--- src/hw/rtl/gmc_pkg.sv ---
// shared types, sizes and codes of the gf2 matrix equation combiner
package gmc_pkg;

	localparam int ROWS               = 8;
	localparam int EQUATIONS          = 256;
	localparam int WORDS_PER_EQUATION = 512;
	localparam int WORD_BITS          = 64;

	localparam int BLOCKS    = (EQUATIONS + WORD_BITS - 1) / WORD_BITS;
	localparam int ROW_IDX_W = (ROWS > 1) ? $clog2(ROWS) : 1;
	localparam int BLK_W     = (BLOCKS > 1) ? $clog2(BLOCKS) : 1;
	localparam int POS_W     = $clog2(WORD_BITS);
	localparam int WADDR_W   = (WORDS_PER_EQUATION > 1) ? $clog2(WORDS_PER_EQUATION) : 1;

	localparam int ACTION_W = 2;
	localparam int ROW_W    = 3;
	localparam int BLOCK_W  = 2;
	localparam int EQ_W     = 8;
	localparam int WI_W     = 9;
	localparam int DATA_W   = 64;

	localparam int QDEPTH = 2;
	localparam int QPTR_W = 1;

	localparam logic [ACTION_W-1:0] ACT_LOAD  = 2'd0;
	localparam logic [ACTION_W-1:0] ACT_ACC   = 2'd1;
	localparam logic [ACTION_W-1:0] ACT_READ  = 2'd2;
	localparam logic [ACTION_W-1:0] ACT_CLEAR = 2'd3;

	typedef struct packed {
		logic [ACTION_W-1:0] action;
		logic [ROW_W-1:0]    row;
		logic [BLOCK_W-1:0]  block;
		logic [EQ_W-1:0]     equation;
		logic [WI_W-1:0]     word_index;
		logic [DATA_W-1:0]   data;
	} gmc_in_t;

	typedef struct packed {
		logic [DATA_W-1:0] result_word;
		logic [ROW_W-1:0]  out_row;
		logic [WI_W-1:0]   out_word;
	} gmc_out_t;

	typedef struct packed {
		logic [ACTION_W-1:0]  action;
		logic [ROW_W-1:0]     row;
		logic [WI_W-1:0]      word_index;
		logic [WORD_BITS-1:0] data;
		logic [ROWS-1:0]      mask;
		logic                 zero;
	} gmc_op_t;

endpackage

--- src/hw/rtl/gmc_front.sv ---
// front part: accepts items, holds the coefficient store, classifies and builds row masks
module gmc_front (
	input  logic            clk,
	input  logic            arst_n,
	input  logic            req_valid,
	output logic            req_ready,
	input  gmc_pkg::gmc_in_t req,
	output logic            op_valid,
	input  logic            op_ready,
	output gmc_pkg::gmc_op_t op
);
	import gmc_pkg::*;

	logic                 s1_valid_q;
	gmc_in_t              item_s1;
	logic [WORD_BITS-1:0] coef_s1 [ROWS];
	logic                 accept;
	logic                 take;
	logic                 load_ok;
	logic                 wi_ok;
	logic                 eq_ok;
	logic [BLK_W-1:0]     rd_blk;
	logic [POS_W-1:0]     pos_s1;

	assign req_ready = !s1_valid_q || op_ready;
	assign accept    = req_valid && req_ready;
	assign wi_ok     = int'(req.word_index) < WORDS_PER_EQUATION;
	assign eq_ok     = int'(req.equation) < EQUATIONS;
	assign load_ok   = (int'(req.row) < ROWS) && (int'(req.block) < BLOCKS);
	assign rd_blk    = BLK_W'(req.equation >> POS_W);

	always_comb begin
		take = 1'b0;
		case (req.action)
			ACT_ACC:   take = eq_ok && wi_ok;
			ACT_CLEAR: take = wi_ok;
			ACT_READ:  take = 1'b1;
			default:   take = 1'b0;
		endcase
	end

	// coefficient store, one bank per row
	for (genvar r = 0; r < ROWS; r++) begin : g_coef
		logic [WORD_BITS-1:0] mem [BLOCKS];
		always_ff @(posedge clk) begin
			if (accept && req.action == ACT_LOAD && load_ok &&
			    req.row[ROW_IDX_W-1:0] == ROW_IDX_W'(r)) begin
				mem[req.block[BLK_W-1:0]] <= req.data[WORD_BITS-1:0];
			end
			if (accept && req.action == ACT_ACC) begin
				coef_s1[r] <= mem[rd_blk];
			end
		end
	end

	always_ff @(posedge clk or negedge arst_n) begin
		if (!arst_n) begin
			s1_valid_q <= 1'b0;
		end else if (accept) begin
			s1_valid_q <= take;
		end else if (op_ready) begin
			s1_valid_q <= 1'b0;
		end
	end

	always_ff @(posedge clk) begin
		if (accept) begin
			item_s1 <= req;
		end
	end

	assign pos_s1   = item_s1.equation[POS_W-1:0];
	assign op_valid = s1_valid_q;

	always_comb begin
		op.action     = item_s1.action;
		op.row        = item_s1.row;
		op.word_index = item_s1.word_index;
		op.data       = item_s1.data[WORD_BITS-1:0];
		op.zero       = !((int'(item_s1.row) < ROWS) &&
		                  (int'(item_s1.word_index) < WORDS_PER_EQUATION));
		for (int r = 0; r < ROWS; r++) begin
			op.mask[r] = coef_s1[r][pos_s1];
		end
	end

endmodule

--- config.mk ---
export PLATFORM = sky130hd
export DESIGN_NAME = gmc_front
export DESIGN_NICKNAME = d
export VERILOG_FILES = /design/src/hw/rtl/gmc_pkg.sv /design/src/hw/rtl/gmc_front.sv
export SDC_FILE = /design/constraint.sdc
export NUM_CORES = 2
export LEC_CHECK = 0
export BUFFER_PORTS_ARGS = -buffer_cell sky130_fd_sc_hd__buf_2
export CAP_MARGIN = 10
export CORE_ASPECT_RATIO = 0.6
export CORE_UTILIZATION = 45
export DETAILED_ROUTE_END_ITERATION = 12
export SYNTH_ARGS = -nofsm -noshare
export SYNTH_HDL_FRONTEND = slang
export SYNTH_SLANG_ARGS = --single-unit
--- constraint.sdc ---
create_clock -name clk -period 71.2 [get_ports clk]
set_clock_uncertainty 0.1 [all_clocks]
set_input_delay 14.24 -clock clk [delete_from_list [all_inputs] [get_ports clk]]
set_output_delay 14.24 -clock clk [all_outputs]
set_load 0.01 [all_outputs]
==> run metrics <==
antenna violations before repair=7; Initial Utilization=0.454; Final ANT Viol Nets=0; Sw Share=0.206; Max Clock Freq=34.5 MHz; clock power share=0.404; Ys Warns=0; commonest non-fill, non-tap cell in the layout=edfxtp_1; Post-CTS Setup Repair Bufs=0; largest net degree at the start of global routing=138; Hold Vio Cnt, Final=0; # fillers=about 16000; Tcrit/Tclk final=0.407; CP Class=primary input to output pin; highest-count cells in the layout ignoring fill and taps=2644 x edfxtp_1, 602 x mux4_2, 241 x clkbuf_16; RSZ-0062 raised after global routing=no; VDD IR max=21.3 µV; Core ar.=213000 µm²; Power Dens Cells=28.7 nW/µm²; H-tree levels=4; PnR worst setup slack=42.22 ns; vias in the first global route=41600; P&R area growth vs syn=11.9%; GR peak layer=met1; worst skew pair latency=roughly 0.89 ns; GPL Wtd Cong=around 0.76; Worst Path Arrival=~15 ns; crit path launch=op_ready; TritonCTS clock tree=built; Top Ports=181; HPWL Detailed=around 120000 µm; ys flop type=edfxtp_1; Hold Buf Count CTS=0; number of I/O port buffers=179; Switch Pwr=around 640 µW; initial DRC count=4751; Syn Nets=3836; Setup TNS Final=0 ns; sequential power share=0.557; Leak=0.0334 µW; gr usage total=0.199; Cell Area, Placed=101000 µm²; violated checks=DRC; FF-to-FF setup slack=67.28 ns; endpoint type of the worst setup path=output pin; status=finished with violations; Wirelength per Cell=roughly 30 µm; Slew @ Worst Pin=1.11 ns; final hold slack=between 0.4 and 0.5 ns; DRC viols=18; post-DR vias/cell=5.81; number of CTS-inserted buffers=237; max_slew headroom=0.237; cts repair resizes=0; Final Slew Violations=0; CTS Sinks=2645; Die ar.=217000 µm²; max cap viols=0; Hold Crit Class=flip-flop to flip-flop; die span in x=about 600 µm; startpoint type of the worst setup path=primary input; clock root cell=clkbuf_16; Final Setup Violations=0; vias=41000; reg2reg start=op_valid; EDFF count, synth=between 2000 and 3000; capturing point of the worst reg2reg path=coef_s1[0][31]; cell count after synthesis=between 3000 and 4000; Final min period=28.98 ns; Avg Inst Size Synth=around 26 µm²; first-pass GRT wire length=308000 µm; First-pass DRT Iterations=12; WL final=215000 µm; Total Nets Final=between 4000 and 5000; GR Layer Usage met2=0.285; Max clock buf depth=4; die height=361 µm; synthesized area=around 97000 µm²; final instance area=108000 µm²; # rows=between 100 and 150; sequential-to-total area share from yosys stat=0.821; Critical Path Fanout Max=3; CP endpoint=req_ready; setup slack at placement=42.22 ns; Comb pwr share=0.039; total grt overflow=0; FF-to-FF path depth=6; Worst-path clk slew=approximately 0.060 ns; Pint=2470 µW; Synth async-reset ratio=0.000378; Synth cell types=46; Worst EP required=56.86 ns; final core occ=0.508; met1 Use GR=0.317; share of layout cells above drive strength 1=0.295; M3 GR Usage=0.0403; #FFs+latches synth=2645
## final cells by class
type                       count  area [µm²]  share of cell area
timing repair buffer         268        1680              0.0155
antenna                        5        12.5            0.000116
clock buffer                 279        6170              0.0570
tap                         2859        3580              0.0330
clock inverter               145        1300              0.0120
multi-input combinational    856       16100               0.149
inverter                       1        8.76           0.0000809
sequential                  2645       79400               0.734
## metrics by stage
step                      power, µW  cells
after floorplan                1850   3744
after global placement         1890   6628
after detailed placement       1890   6628
after CTS                      3140   7052
after global routing           3200   7053
final                          3110   7058
## critical path: stages
cell and delay, ns:
buf_2 0.09, nand2b_1 0.16, buf_2 0.15
## sequential cells by signal, summed over array words and instances (netlist names)
| name | cells |
|---|---|
| op | 78 |
| item_s1 | 6 |
| g_coef.mem | 2048 |
| op_valid | 1 |
| coef_s1 | 512 |
## cell families after synthesis
family          share of synthesized area
flops                               0.821
other cells                     0.0000388
buf+inv                            0.0154
compound gates                    0.00599
mux                                 0.152
simple gates                      0.00565
## how the worst min path moves through the flow
stage,from,to,cells after the start
detailed placement,op_valid,op_valid,2
global placement,op_valid,op_valid,2
finish,op_valid,op_valid,2
CTS,op_valid,op_valid,2
floorplan,g_coef[0].mem[2][0],coef_s1[0][0],1
global route,op_valid,op_valid,2
## cell usage after synthesis, drive strengths merged, types with 7 or more instances
cell       n  area, µm²
edfxtp  2644      79400
nand2b     9       56.3
nor2b     10       62.6
clkbuf    37        140
mux2i     21        210
a211oi     9       77.6
nor2      45        169
buf      205       1340
mux4     635      14400
o21ai     11       55.1
a22o       7       61.3
nand2     19       71.3
o22ai     11       68.8
o221ai     7       61.3
nand3     12       60.1
## metal layers
metal | vias up | share of wire | wire length [µm]
met1 | 22600 | 0.47 | 99900
met2 | 1482 | 0.44 | 93800
met4 | 0 | 0.016 | 3440
li1 | 16700 | - | -
met5 | - | 0 | 0
met3 | 240 | 0.081 | 17400
## power by group through the flow
stage | logic (µW) | clock network [µW] | registers [µW]
floorplan | 70.3 | 0 | 1780
global placement | 123 | 0 | 1770
detailed placement | 125 | 0 | 1770
CTS | 125 | 1280 | 1730
global route | 130 | 1340 | 1730
finish | 121 | 1250 | 1730
Note: power is estimated with default switching activity, not from simulation.
