### src/hw/rtl/gmc_pkg.sv
// shared types, sizes and codes of the gf2 matrix equation combiner
package gmc_pkg;

	localparam int ROWS               = 8;
	localparam int EQUATIONS          = 256;
	localparam int WORDS_PER_EQUATION = 512;
	localparam int WORD_BITS          = 64;

	localparam int BLOCKS    = (EQUATIONS + WORD_BITS - 1) / WORD_BITS;
	localparam int ROW_IDX_W = (ROWS > 1) ? $clog2(ROWS) : 1;
	localparam int BLK_W     = (BLOCKS > 1) ? $clog2(BLOCKS) : 1;
	localparam int POS_W     = $clog2(WORD_BITS);
	localparam int WADDR_W   = (WORDS_PER_EQUATION > 1) ? $clog2(WORDS_PER_EQUATION) : 1;

	localparam int ACTION_W = 2;
	localparam int ROW_W    = 3;
	localparam int BLOCK_W  = 2;
	localparam int EQ_W     = 8;
	localparam int WI_W     = 9;
	localparam int DATA_W   = 64;

	localparam int QDEPTH = 2;
	localparam int QPTR_W = 1;

	localparam logic [ACTION_W-1:0] ACT_LOAD  = 2'd0;
	localparam logic [ACTION_W-1:0] ACT_ACC   = 2'd1;
	localparam logic [ACTION_W-1:0] ACT_READ  = 2'd2;
	localparam logic [ACTION_W-1:0] ACT_CLEAR = 2'd3;

	typedef struct packed {
		logic [ACTION_W-1:0] action;
		logic [ROW_W-1:0]    row;
		logic [BLOCK_W-1:0]  block;
		logic [EQ_W-1:0]     equation;
		logic [WI_W-1:0]     word_index;
		logic [DATA_W-1:0]   data;
	} gmc_in_t;

	typedef struct packed {
		logic [DATA_W-1:0] result_word;
		logic [ROW_W-1:0]  out_row;
		logic [WI_W-1:0]   out_word;
	} gmc_out_t;

	typedef struct packed {
		logic [ACTION_W-1:0]  action;
		logic [ROW_W-1:0]     row;
		logic [WI_W-1:0]      word_index;
		logic [WORD_BITS-1:0] data;
		logic [ROWS-1:0]      mask;
		logic                 zero;
	} gmc_op_t;

endpackage

### src/hw/rtl/gmc_queue.sv
// short queue of classified operations between front and back
module gmc_queue (
	input  logic             clk,
	input  logic             arst_n,
	input  logic             push_valid,
	output logic             push_ready,
	input  gmc_pkg::gmc_op_t push_op,
	output logic             pop_valid,
	input  logic             pop_ready,
	output gmc_pkg::gmc_op_t pop_op
);
	import gmc_pkg::*;

	gmc_op_t             slot_q [QDEPTH];
	logic [QPTR_W-1:0]   wr_ptr_q;
	logic [QPTR_W-1:0]   rd_ptr_q;
	logic [QPTR_W:0]     count_q;
	logic                do_push;
	logic                do_pop;

	assign push_ready = int'(count_q) < QDEPTH;
	assign pop_valid  = count_q != '0;
	assign pop_op     = slot_q[rd_ptr_q];
	assign do_push    = push_valid && push_ready;
	assign do_pop     = pop_valid && pop_ready;

	always_ff @(posedge clk) begin
		if (do_push) begin
			slot_q[wr_ptr_q] <= push_op;
		end
	end

	always_ff @(posedge clk or negedge arst_n) begin
		if (!arst_n) begin
			wr_ptr_q <= '0;
			rd_ptr_q <= '0;
			count_q  <= '0;
		end else begin
			if (do_push) begin
				wr_ptr_q <= wr_ptr_q + 1'b1;
			end
			if (do_pop) begin
				rd_ptr_q <= rd_ptr_q + 1'b1;
			end
			if (do_push && !do_pop) begin
				count_q <= count_q + 1'b1;
			end else if (do_pop && !do_push) begin
				count_q <= count_q - 1'b1;
			end
		end
	end

endmodule

### config.mk
export PLATFORM = sky130hd
export DESIGN_NAME = gmc_queue
export DESIGN_NICKNAME = d
export VERILOG_FILES = /design/src/hw/rtl/gmc_pkg.sv /design/src/hw/rtl/gmc_queue.sv
export SDC_FILE = /design/constraint.sdc
export NUM_CORES = 1
export LEC_CHECK = 0
export BUFFER_PORTS_ARGS = -buffer_cell sky130_fd_sc_hd__buf_2
export CORE_MARGIN = 2
export CORE_UTILIZATION = 56
export DETAILED_ROUTE_END_ITERATION = 8
export HOLD_SLACK_MARGIN = 0.15
export PLACE_DENSITY = 0.85
export SETUP_SLACK_MARGIN = 0.02
export SLEW_MARGIN = 20
export SYNTH_ARGS = -nofsm -noshare
export SYNTH_HDL_FRONTEND = slang
export SYNTH_SLANG_ARGS = --single-unit
### constraint.sdc
create_clock -name clk -period 13.1 [get_ports clk]
set_clock_uncertainty 0.15 [all_clocks]
set_input_delay 2.62 -clock clk [delete_from_list [all_inputs] [get_ports clk]]
set_output_delay 2.62 -clock clk [all_outputs]
set_load 0.01 [all_outputs]
==> flow_metrics.py, run 1 <==
metrics = {
    "outcome": {
        "status": "completed",
    },
    "synthesis": {
        "synth-seq-cells": 178,
        "syn_nets": 380,
        "synth_area_leaders": "edfxtp_1 (80%), mux2_2 (12%), mux2_4 (4.6%)",
        "yosysSeqAreaShare_pct": 81.33,
        "synth-warning-count": 0,
        "synth_area_per_cell_um2": 22.73,
        "synth_cell_types": 15,
        "syn_inst": 288,
        "synth_area_mm2": 0.006548,
        "synth_top_area_cell": "edfxtp_1",
        "netlist.area_leader.share_pct": 79.80,
    },
    "routing": {
        "ant_nets": 0,
        "wl_per_cell_um": 17.60,
        "vias": 3265,
        "dr.first_iter.drc_count": 163,
        "viasPerCell": 5.142,
        "post-route-drc-count": 0,
        "drt-total-wl_um": 11180,
        "dr.pass1.iters": 4,
    },
    "finish": {
        "final_net_count": 572,
        "final_cell_area_mm2": 0.008169,
        "fillers": 732,
        "synthToLayoutAreaGrowth_pct": 24.77,
        "final_cell_count_no_fill": 635,
        "layout-drive-gt1-share_pct": 61.38,
        "multiInputGateArea_mm2": 0.001154,
        "n_antenna_cell": 0,
        "seq_area_mm2": 0.005329,
        "fin_util_pct": 71.54,
    },
    "pwr": {
        "total_power_mw": 1.747,
        "p_leak_nw": 3.118,
        "p_per_area_mw_per_mm2": 213.8,
        "ir_drop_mv": 0.1599,
    },
    "clocking": {
        "htreeDepth": 4,
        "tritoncts": "yes",
        "cts.sinks": 178,
        "cts-root-buf": "clkbuf_16",
        "clock_latency_ns": 0.41,
        "clockBufferDepth": 2,
        "cts_buffers": 17,
        "clkSlewWorstSetupHoldPaths_ns": 0.06,
        "cts_hold_buf": 0,
        "post_cts_buffers": 0,
        "cts-resized-gates": 0,
    },
    "global_route": {
        "grt_pass1_wl_um": 17170,
        "grt_max_degree": 49,
        "antenna_found_initial": 0,
        "grt_use_total_pct": 18.14,
        "grt_pass1_vias": 3479,
        "gr-total-overflow": 0,
    },
    "placed_design": {
        "post-place-cells": 603,
        "pre_cts_slack_ns": 7.854,
        "dpl.hpwl_um": 7398,
        "port_buffers": 179,
        "dpl_cell_area_mm2": 0.007584,
        "gp_congestion": 0.7666,
    },
    "floorplanning": {
        "core_region_area_mm2": 0.01142,
        "start_util_pct": 57.34,
        "die_y_um": 112.1,
        "row_count": 39,
        "die_w_um": 112.1,
        "die_area_mm2": 0.01257,
        "ioPinCount": 180,
    },
    "hold_path": {
        "hold_path.class": "reg -> reg",
        "hold_end": "count_q[0]",
        "hold_depth": 1,
        "worst_hold_startpoint": "count_q[0]",
    },
    "setup_path": {
        "crit_fanout": 48,
        "worstSetupPathType": "reg -> out",
        "cp-end-kind": "output pin",
        "r2r-start": "count_q[1]",
        "reg2regPathDepth": 4,
        "startpoint_type": "flip-flop",
        "r2r_end": "slot_q[0][2]",
        "cp_data_arrival_time_ns": 2.47,
        "ff2ff_setup_slack_ns": 10.57,
        "cp.required_ns": 10.33,
    },
    "sta": {
        "post-route-min-period_ns": 5.235,
        "relSlewSlack_pct": 52.38,
        "max_freq_mhz": 191.0,
        "setup_violations": 0,
        "hold_slack_ns": 0.3720,
        "drv_slew": 0,
        "layout_setup_ws_ns": 7.865,
        "hold_violations": 0,
        "worst_pin_slew_ns": 0.7142,
        "finalSetupTns_ns": 0,
        "fin_crit_sh_pct": 39.96,
        "rsz0062_at_grt": "no",
    },
    "job": {
        "maxCapViolCount": 0,
    },
}
-- synthesized netlist by cell type, drive strengths merged --
cell type / count
buf: 10
mux2: 87
nor2b: 2
and2: 1
nor2: 1
ha: 1
xor2: 2
dfrtp: 4
inv: 1
xnor2: 3
edfxtp: 174
or2: 1
nand2: 1
-- flip-flops by register name, indices dropped and copies added (netlist names) --
signal	cells
slot_q	174
count_q	2
rd_ptr_q	1
wr_ptr_q	1
-- cell usage in the layout, fill, tap and decap left out, types with 2 or more instances in the layout --
master	netlist	layout
buf_2	6	179
clkinv_2	0	2
clkbuf_16	0	17
buf_4	0	3
mux2_2	67	67
inv_6	0	3
mux2_4	20	20
clkinvlp_4	0	2
clkinv_4	0	2
edfxtp_1	174	174
xor2_1	2	2
dfrtp_1	4	3
bufinv_16	0	2
clkinv_1	0	2
xnor2_1	3	3
-- worst max path at each step --
stage / slack, ns / cells after the start / end / start
after floorplan: 5.67 / 2 / slot_q[0][0] / push_valid
after global placement: 7.92 / 4 / slot_q[0][54] / push_valid
after detailed placement: 7.85 / 4 / slot_q[0][52] / push_valid
after CTS: 7.82 / 3 / pop_op[21] / rd_ptr_q
after global routing: 7.72 / 3 / pop_op[21] / rd_ptr_q
final: 7.86 / 3 / pop_op[21] / rd_ptr_q
-- per-layer routing --
metal  up-vias  global-route usage (%)  share of wire [%]
li1       1532                       -                  -
met1      1588                   22.13                 40
met2       125                   29.52                 51
met3        20                   6.749                7.1
met4         0                   7.561                1.9
met5         -                       0                  0
-- area by class of cell --
class / instances / area share (%)
Sequential cell: 178 / 65.23
Inverter: 1 / 0.04595
Timing Repair Buffer: 183 / 11.49
Clock inverter: 13 / 1.669
Multi-Input combinational cell: 99 / 14.12
Clock buffer: 18 / 5.253
Tap cell: 143 / 2.190
-- worst max-delay path, cell delays in order (launching register included) --
cell and delay (ns):
dfrtp_4 0.78, buf_4 0.69, mux2_2 0.42, buf_2 0.14
-- power by group --
| part | internal (mW) | total, mW | switching, mW |
|---|---|---|---|
| Clock | 0.280 | 0.479 | 0.199 |
| Combinational | 0.235 | 0.470 | 0.235 |
| Sequential | 0.747 | 0.797 | 0.0498 |
| Total | 1.26 | 1.75 | 0.484 |
-- logic make-up after synthesis --
family | Yosys count | share of synthesized area, %
adder cells (fa/ha/maj) | 1 | 0.1911
AND/OR/NAND/NOR | 6 | 0.4968
buffers and inverters | 11 | 1.204
XOR/XNOR | 5 | 0.6690
flip-flops | 178 | 81.33
multiplexers | 87 | 16.11
No activity file was read; power rests on OpenSTA's default activity.
==> run 2, diff against run 1 <==
--- a/config.mk
+++ b/config.mk
@@ -7,10 +7,10 @@
 export LEC_CHECK = 0
 export BUFFER_PORTS_ARGS = -buffer_cell sky130_fd_sc_hd__buf_2
 export CORE_MARGIN = 2
-export CORE_UTILIZATION = 56
+export CORE_UTILIZATION = 52
 export DETAILED_ROUTE_END_ITERATION = 8
 export HOLD_SLACK_MARGIN = 0.15
-export PLACE_DENSITY = 0.85
+export PLACE_DENSITY = 0.79
 export SETUP_SLACK_MARGIN = 0.02
 export SLEW_MARGIN = 20
 export SYNTH_ARGS = -nofsm -noshare
==> constraint.sdc (replaced) <==
create_clock -name clk -period 5.41 [get_ports clk]
set_clock_uncertainty 0.15 [all_clocks]
set_input_delay 1.082 -clock clk [delete_from_list [all_inputs] [get_ports clk]]
set_output_delay 1.082 -clock clk [all_outputs]
set_load 0.01 [all_outputs]
==> flow_metrics.py, run 2 (synthesized netlist as in run 1, its figures left out) <==
metrics = {
    "sta": {
        "post-route-min-period_ns": 3.719,
        "finalSetupTns_ns": 0,
        "max_freq_mhz": 268.9,
        "hold_violations": 0,
        "rsz0062_at_grt": "no",
        "setup_violations": 0,
        "relSlewSlack_pct": 36.04,
        "fin_crit_sh_pct": 68.74,
        "drv_slew": 0,
        "worst_pin_slew_ns": 0.9594,
    },
    "setup_path": {
        "cp_data_arrival_time_ns": 2.49,
        "cp_cell_sequence": "buf_4, mux2_2, buf_2",
        "startpoint_type": "flip-flop",
        "max_stage_delay_ns": 1.05,
        "slowest_stage": "dfrtp_4",
        "path_buf_inv": 2,
        "critPathTopFamily": "flip-flops",
        "worstSetupPathType": "reg -> out",
        "crit_fanout": 67,
        "cp-end-kind": "output pin",
        "cp.required_ns": 4.18,
    },
    "global_route": {
        "grt_pass1_vias": 3408,
        "grt_max_degree": 88,
        "gr-total-overflow": 0,
        "grt_pass1_wl_um": 16280,
        "grt_use_total_pct": 16.55,
        "antenna_found_initial": 0,
    },
    "clocking": {
        "clockBufferDepth": 2,
        "post_cts_buffers": 0,
        "cts.sinks": 178,
        "cts-resized-gates": 0,
        "clock_latency_ns": 0.42,
        "cts-root-buf": "clkbuf_16",
        "tritoncts": "yes",
        "cts_buffers": 17,
        "htreeDepth": 4,
        "cts_hold_buf": 0,
        "clkSlewWorstSetupHoldPaths_ns": 0.06,
    },
    "routing": {
        "ant_nets": 0,
        "dr.pass1.iters": 4,
        "viasPerCell": 4.948,
        "vias": 3266,
        "drt-total-wl_um": 10990,
        "dr.first_iter.drc_count": 186,
        "post-route-drc-count": 0,
        "wl_per_cell_um": 16.66,
    },
    "finish": {
        "largestRegisters": "slot_q (174), count_q (2)",
        "synthToLayoutAreaGrowth_pct": 25.07,
        "n_antenna_cell": 0,
        "final_cell_area_mm2": 0.008189,
        "seq_area_mm2": 0.005329,
        "mostFrequentLayoutCell": "buf_2",
        "final_net_count": 571,
        "fin_util_pct": 67.34,
        "largest_reg_flops": 174,
        "multiInputGateArea_mm2": 0.001154,
        "layout-drive-gt1-share_pct": 61.18,
        "top_register": "slot_q",
        "fillers": 823,
        "final_cell_count_no_fill": 660,
        "mostFrequentLayoutCells": "buf_2 (179), edfxtp_1 (174), mux2_2 (67), mux2_4 (20), clkbuf_16 (17)",
    },
    "placed_design": {
        "post-place-cells": 628,
        "dpl.hpwl_um": 7203,
        "gp_congestion": 0.7057,
        "dpl_cell_area_mm2": 0.007615,
        "port_buffers": 179,
    },
    "pwr": {
        "ir_drop_mv": 0.2770,
        "p_per_area_mw_per_mm2": 514.4,
        "p_leak_nw": 3.103,
    },
    "job": {
        "maxCapViolCount": 0,
    },
    "floorplanning": {
        "die_area_mm2": 0.01350,
        "start_util_pct": 53.84,
        "row_count": 40,
        "ioPinCount": 180,
        "core_region_area_mm2": 0.01216,
        "die_y_um": 116.2,
        "die_w_um": 116.2,
    },
    "hold_path": {
        "hold_path.class": "in -> async",
    },
    "outcome": {
        "status": "completed",
    },
}
-- run 2: final timing paths --
kind	start	slack, ns	depth (start not counted)	end
setup / recovery	rd_ptr_q	1.69	3	pop_op[66]
max in group asynchronous	arst_n	4.67	1	rd_ptr_q
setup reg to reg	count_q[1]	3.00	3	slot_q[1][14]
hold / removal	arst_n	0.31	1	wr_ptr_q
min in group clk	count_q[0]	0.38	1	count_q[0]
hold reg to reg	count_q[0]	0.38	1	count_q[0]
-- run 2: cell type report --
class / instances / area share, %
clock buffer: 18 / 5.241
sequential: 178 / 65.07
timing repair buffer: 182 / 11.26
tap: 168 / 2.567
inverter: 1 / 0.04584
clock inverter: 14 / 1.727
multi-input combinational: 99 / 14.09
-- run 2: metrics by stage --
stage	setup slack [ns]	hold slack, ns	power [mW]
after floorplan	1.179	0.3231	2.721
after global placement	2.167	0.3519	3.074
after detailed placement	2.116	0.3693	3.106
after CTS	1.646	0.2910	4.259
after global routing	1.570	0.2968	4.403
final	1.691	0.3055	4.212
-- run 2: power breakdown --
group	switching (mW)	internal (mW)	total [mW]
sequential	0.166	1.81	1.98
clock	0.479	0.675	1.15
combinational	0.515	0.566	1.08
total	1.16	3.05	4.21
-- run 2: worst register-to-register path, stage by stage (launching register included) --
cell,delay (ns)
dfrtp_1,0.40
nor2b_1,0.29
and2_4,0.83
buf_4,0.42
-- run 2: layer usage --
metal	GRT usage [%]	vias to the layer above	part of all wire (%)
met5	0	-	0
met4	7.778	0	1.6
met3	6.954	17	9.4
met2	26.67	142	48
met1	19.45	1587	41
li1	-	1520	-
==> run 3, diff against run 2 <==
==> constraint.sdc (replaced) <==
create_clock -name clk -period 3.5 [get_ports clk]
set_clock_uncertainty 0.15 [all_clocks]
set_input_delay 0.7 -clock clk [delete_from_list [all_inputs] [get_ports clk]]
set_output_delay 0.7 -clock clk [all_outputs]
set_load 0.01 [all_outputs]
==> flow_metrics.py, run 3 (synthesized netlist as in run 1, its figures left out) <==
metrics = {
    "setup_path": {
        "startpoint_type": "flip-flop",
        "startpoint": "rd_ptr_q",
        "cp_cell_sequence": "buf_4, mux2_2, buf_2",
        "cp.required_ns": 2.65,
        "slowest_stage": "dfrtp_4",
        "r2r-start": "count_q[1]",
        "ff2ff_setup_slack_ns": 1.34,
        "path_buf_inv": 2,
        "cp_data_arrival_time_ns": 2.02,
        "cp-end-kind": "output pin",
        "worstSetupPathType": "reg -> out",
        "reg2regPathDepth": 3,
        "crit_fanout": 27,
        "critPathTopFamily": "flip-flops",
        "max_stage_delay_ns": 0.60,
        "crit_end": "pop_op[53]",
        "worstSetupPathDepth": 3,
        "r2r_end": "slot_q[0][80]",
    },
    "pwr": {
        "ir_drop_mv": 0.4675,
        "p_per_area_mw_per_mm2": 797.3,
        "p_leak_nw": 3.135,
        "total_power_mw": 6.587,
    },
    "floorplanning": {
        "start_util_pct": 53.84,
        "row_count": 40,
        "ioPinCount": 180,
        "core_region_area_mm2": 0.01216,
        "die_area_mm2": 0.01350,
        "die_y_um": 116.2,
        "die_w_um": 116.2,
    },
    "clocking": {
        "cts-root-buf": "clkbuf_16",
        "clockBufferDepth": 2,
        "htreeDepth": 4,
        "post_cts_buffers": 0,
        "clock_latency_ns": 0.42,
        "cts.sinks": 178,
        "clkSlewWorstSetupHoldPaths_ns": 0.07,
        "cts_hold_buf": 1,
        "cts-resized-gates": 0,
        "cts_buffers": 17,
        "tritoncts": "yes",
    },
    "routing": {
        "vias": 3274,
        "post-route-drc-count": 0,
        "wl_per_cell_um": 17.10,
        "drt-total-wl_um": 11360,
        "viasPerCell": 4.931,
        "dr.pass1.iters": 6,
        "dr.first_iter.drc_count": 144,
        "ant_nets": 0,
    },
    "sta": {
        "worst_pin_slew_ns": 0.7227,
        "post-route-min-period_ns": 2.867,
        "fin_crit_sh_pct": 81.91,
        "finalSetupTns_ns": 0,
        "hold_slack_ns": 0.3108,
        "hold_violations": 0,
        "layout_setup_ws_ns": 0.6331,
        "setup_violations": 0,
        "drv_slew": 0,
        "max_freq_mhz": 348.8,
        "relSlewSlack_pct": 51.72,
        "rsz0062_at_grt": "no",
    },
    "global_route": {
        "gr-total-overflow": 0,
        "grt_pass1_wl_um": 16670,
        "antenna_found_initial": 2,
        "grt_pass1_vias": 3368,
        "grt_max_degree": 56,
        "grt_use_total_pct": 17.04,
    },
    "finish": {
        "final_cell_area_mm2": 0.008262,
        "final_cell_count_no_fill": 664,
        "synthToLayoutAreaGrowth_pct": 26.18,
        "final_net_count": 574,
        "mostFrequentLayoutCell": "buf_2",
        "largest_reg_flops": 174,
        "mostFrequentLayoutCells": "buf_2 (179), edfxtp_1 (174), mux2_2 (67), mux2_4 (20), clkbuf_16 (17)",
        "fin_util_pct": 67.93,
        "layout-drive-gt1-share_pct": 61.62,
        "top_register": "slot_q",
        "largestRegisters": "slot_q (174), count_q (2)",
    },
    "placed_design": {
        "dpl_cell_area_mm2": 0.007680,
        "dpl.hpwl_um": 7467,
        "pre_cts_slack_ns": 0.9071,
        "gp_congestion": 0.7447,
        "port_buffers": 179,
        "post-place-cells": 630,
    },
    "job": {
        "maxCapViolCount": 0,
    },
    "hold_path": {
        "hold_path.class": "in -> reg",
    },
    "outcome": {
        "status": "completed",
    },
}
## run 3: cell types whose count changed in the layout (fill, tap and decap cells not counted), sizes merged
cell         previous run  this run
buf                   182       184
clkbuf                 18        17
clkinv                  8         9
diode                   0         1
dlygate4sd3             0         1
## run 3: where the power goes
part | leakage (nW) | switching [mW] | internal (mW)
sequential | 1.64 | 0.136 | 2.80
clock | 0.269 | 0.750 | 1.04
combinational | 1.22 | 0.947 | 0.917
total | 3.13 | 1.83 | 4.75
## run 3: layout make-up
cell class                 count  area (µm²)
antenna                        1       2.502
clock buffer                  17       425.4
clock inverter                15       143.9
fill                         799        3900
inverter                       1       3.754
multi-input combinational     99        1154
sequential                   178        5329
tap                          168       210.2
timing repair buffer         185       993.5
## run 3: worst min path at each step
stage,slack (ns),startpoint,cells after the start,endpoint
final,0.31,push_op[9],1,slot_q[1][9]
after global routing,0.30,push_op[3],1,slot_q[0][3]
after CTS,0.30,push_op[9],1,slot_q[1][9]
after detailed placement,0.36,arst_n,1,count_q[1]
after global placement,0.34,count_q[0],1,count_q[0]
after floorplan,0.25,arst_n,0,count_q[0]
## run 3: metal layers
metal / wire (µm) / global-route usage, %
met5: 13 / 0
met4: 170 / 7.302
met3: 1132 / 8.303
met2: 5495 / 27.41
met1: 4543 / 19.60
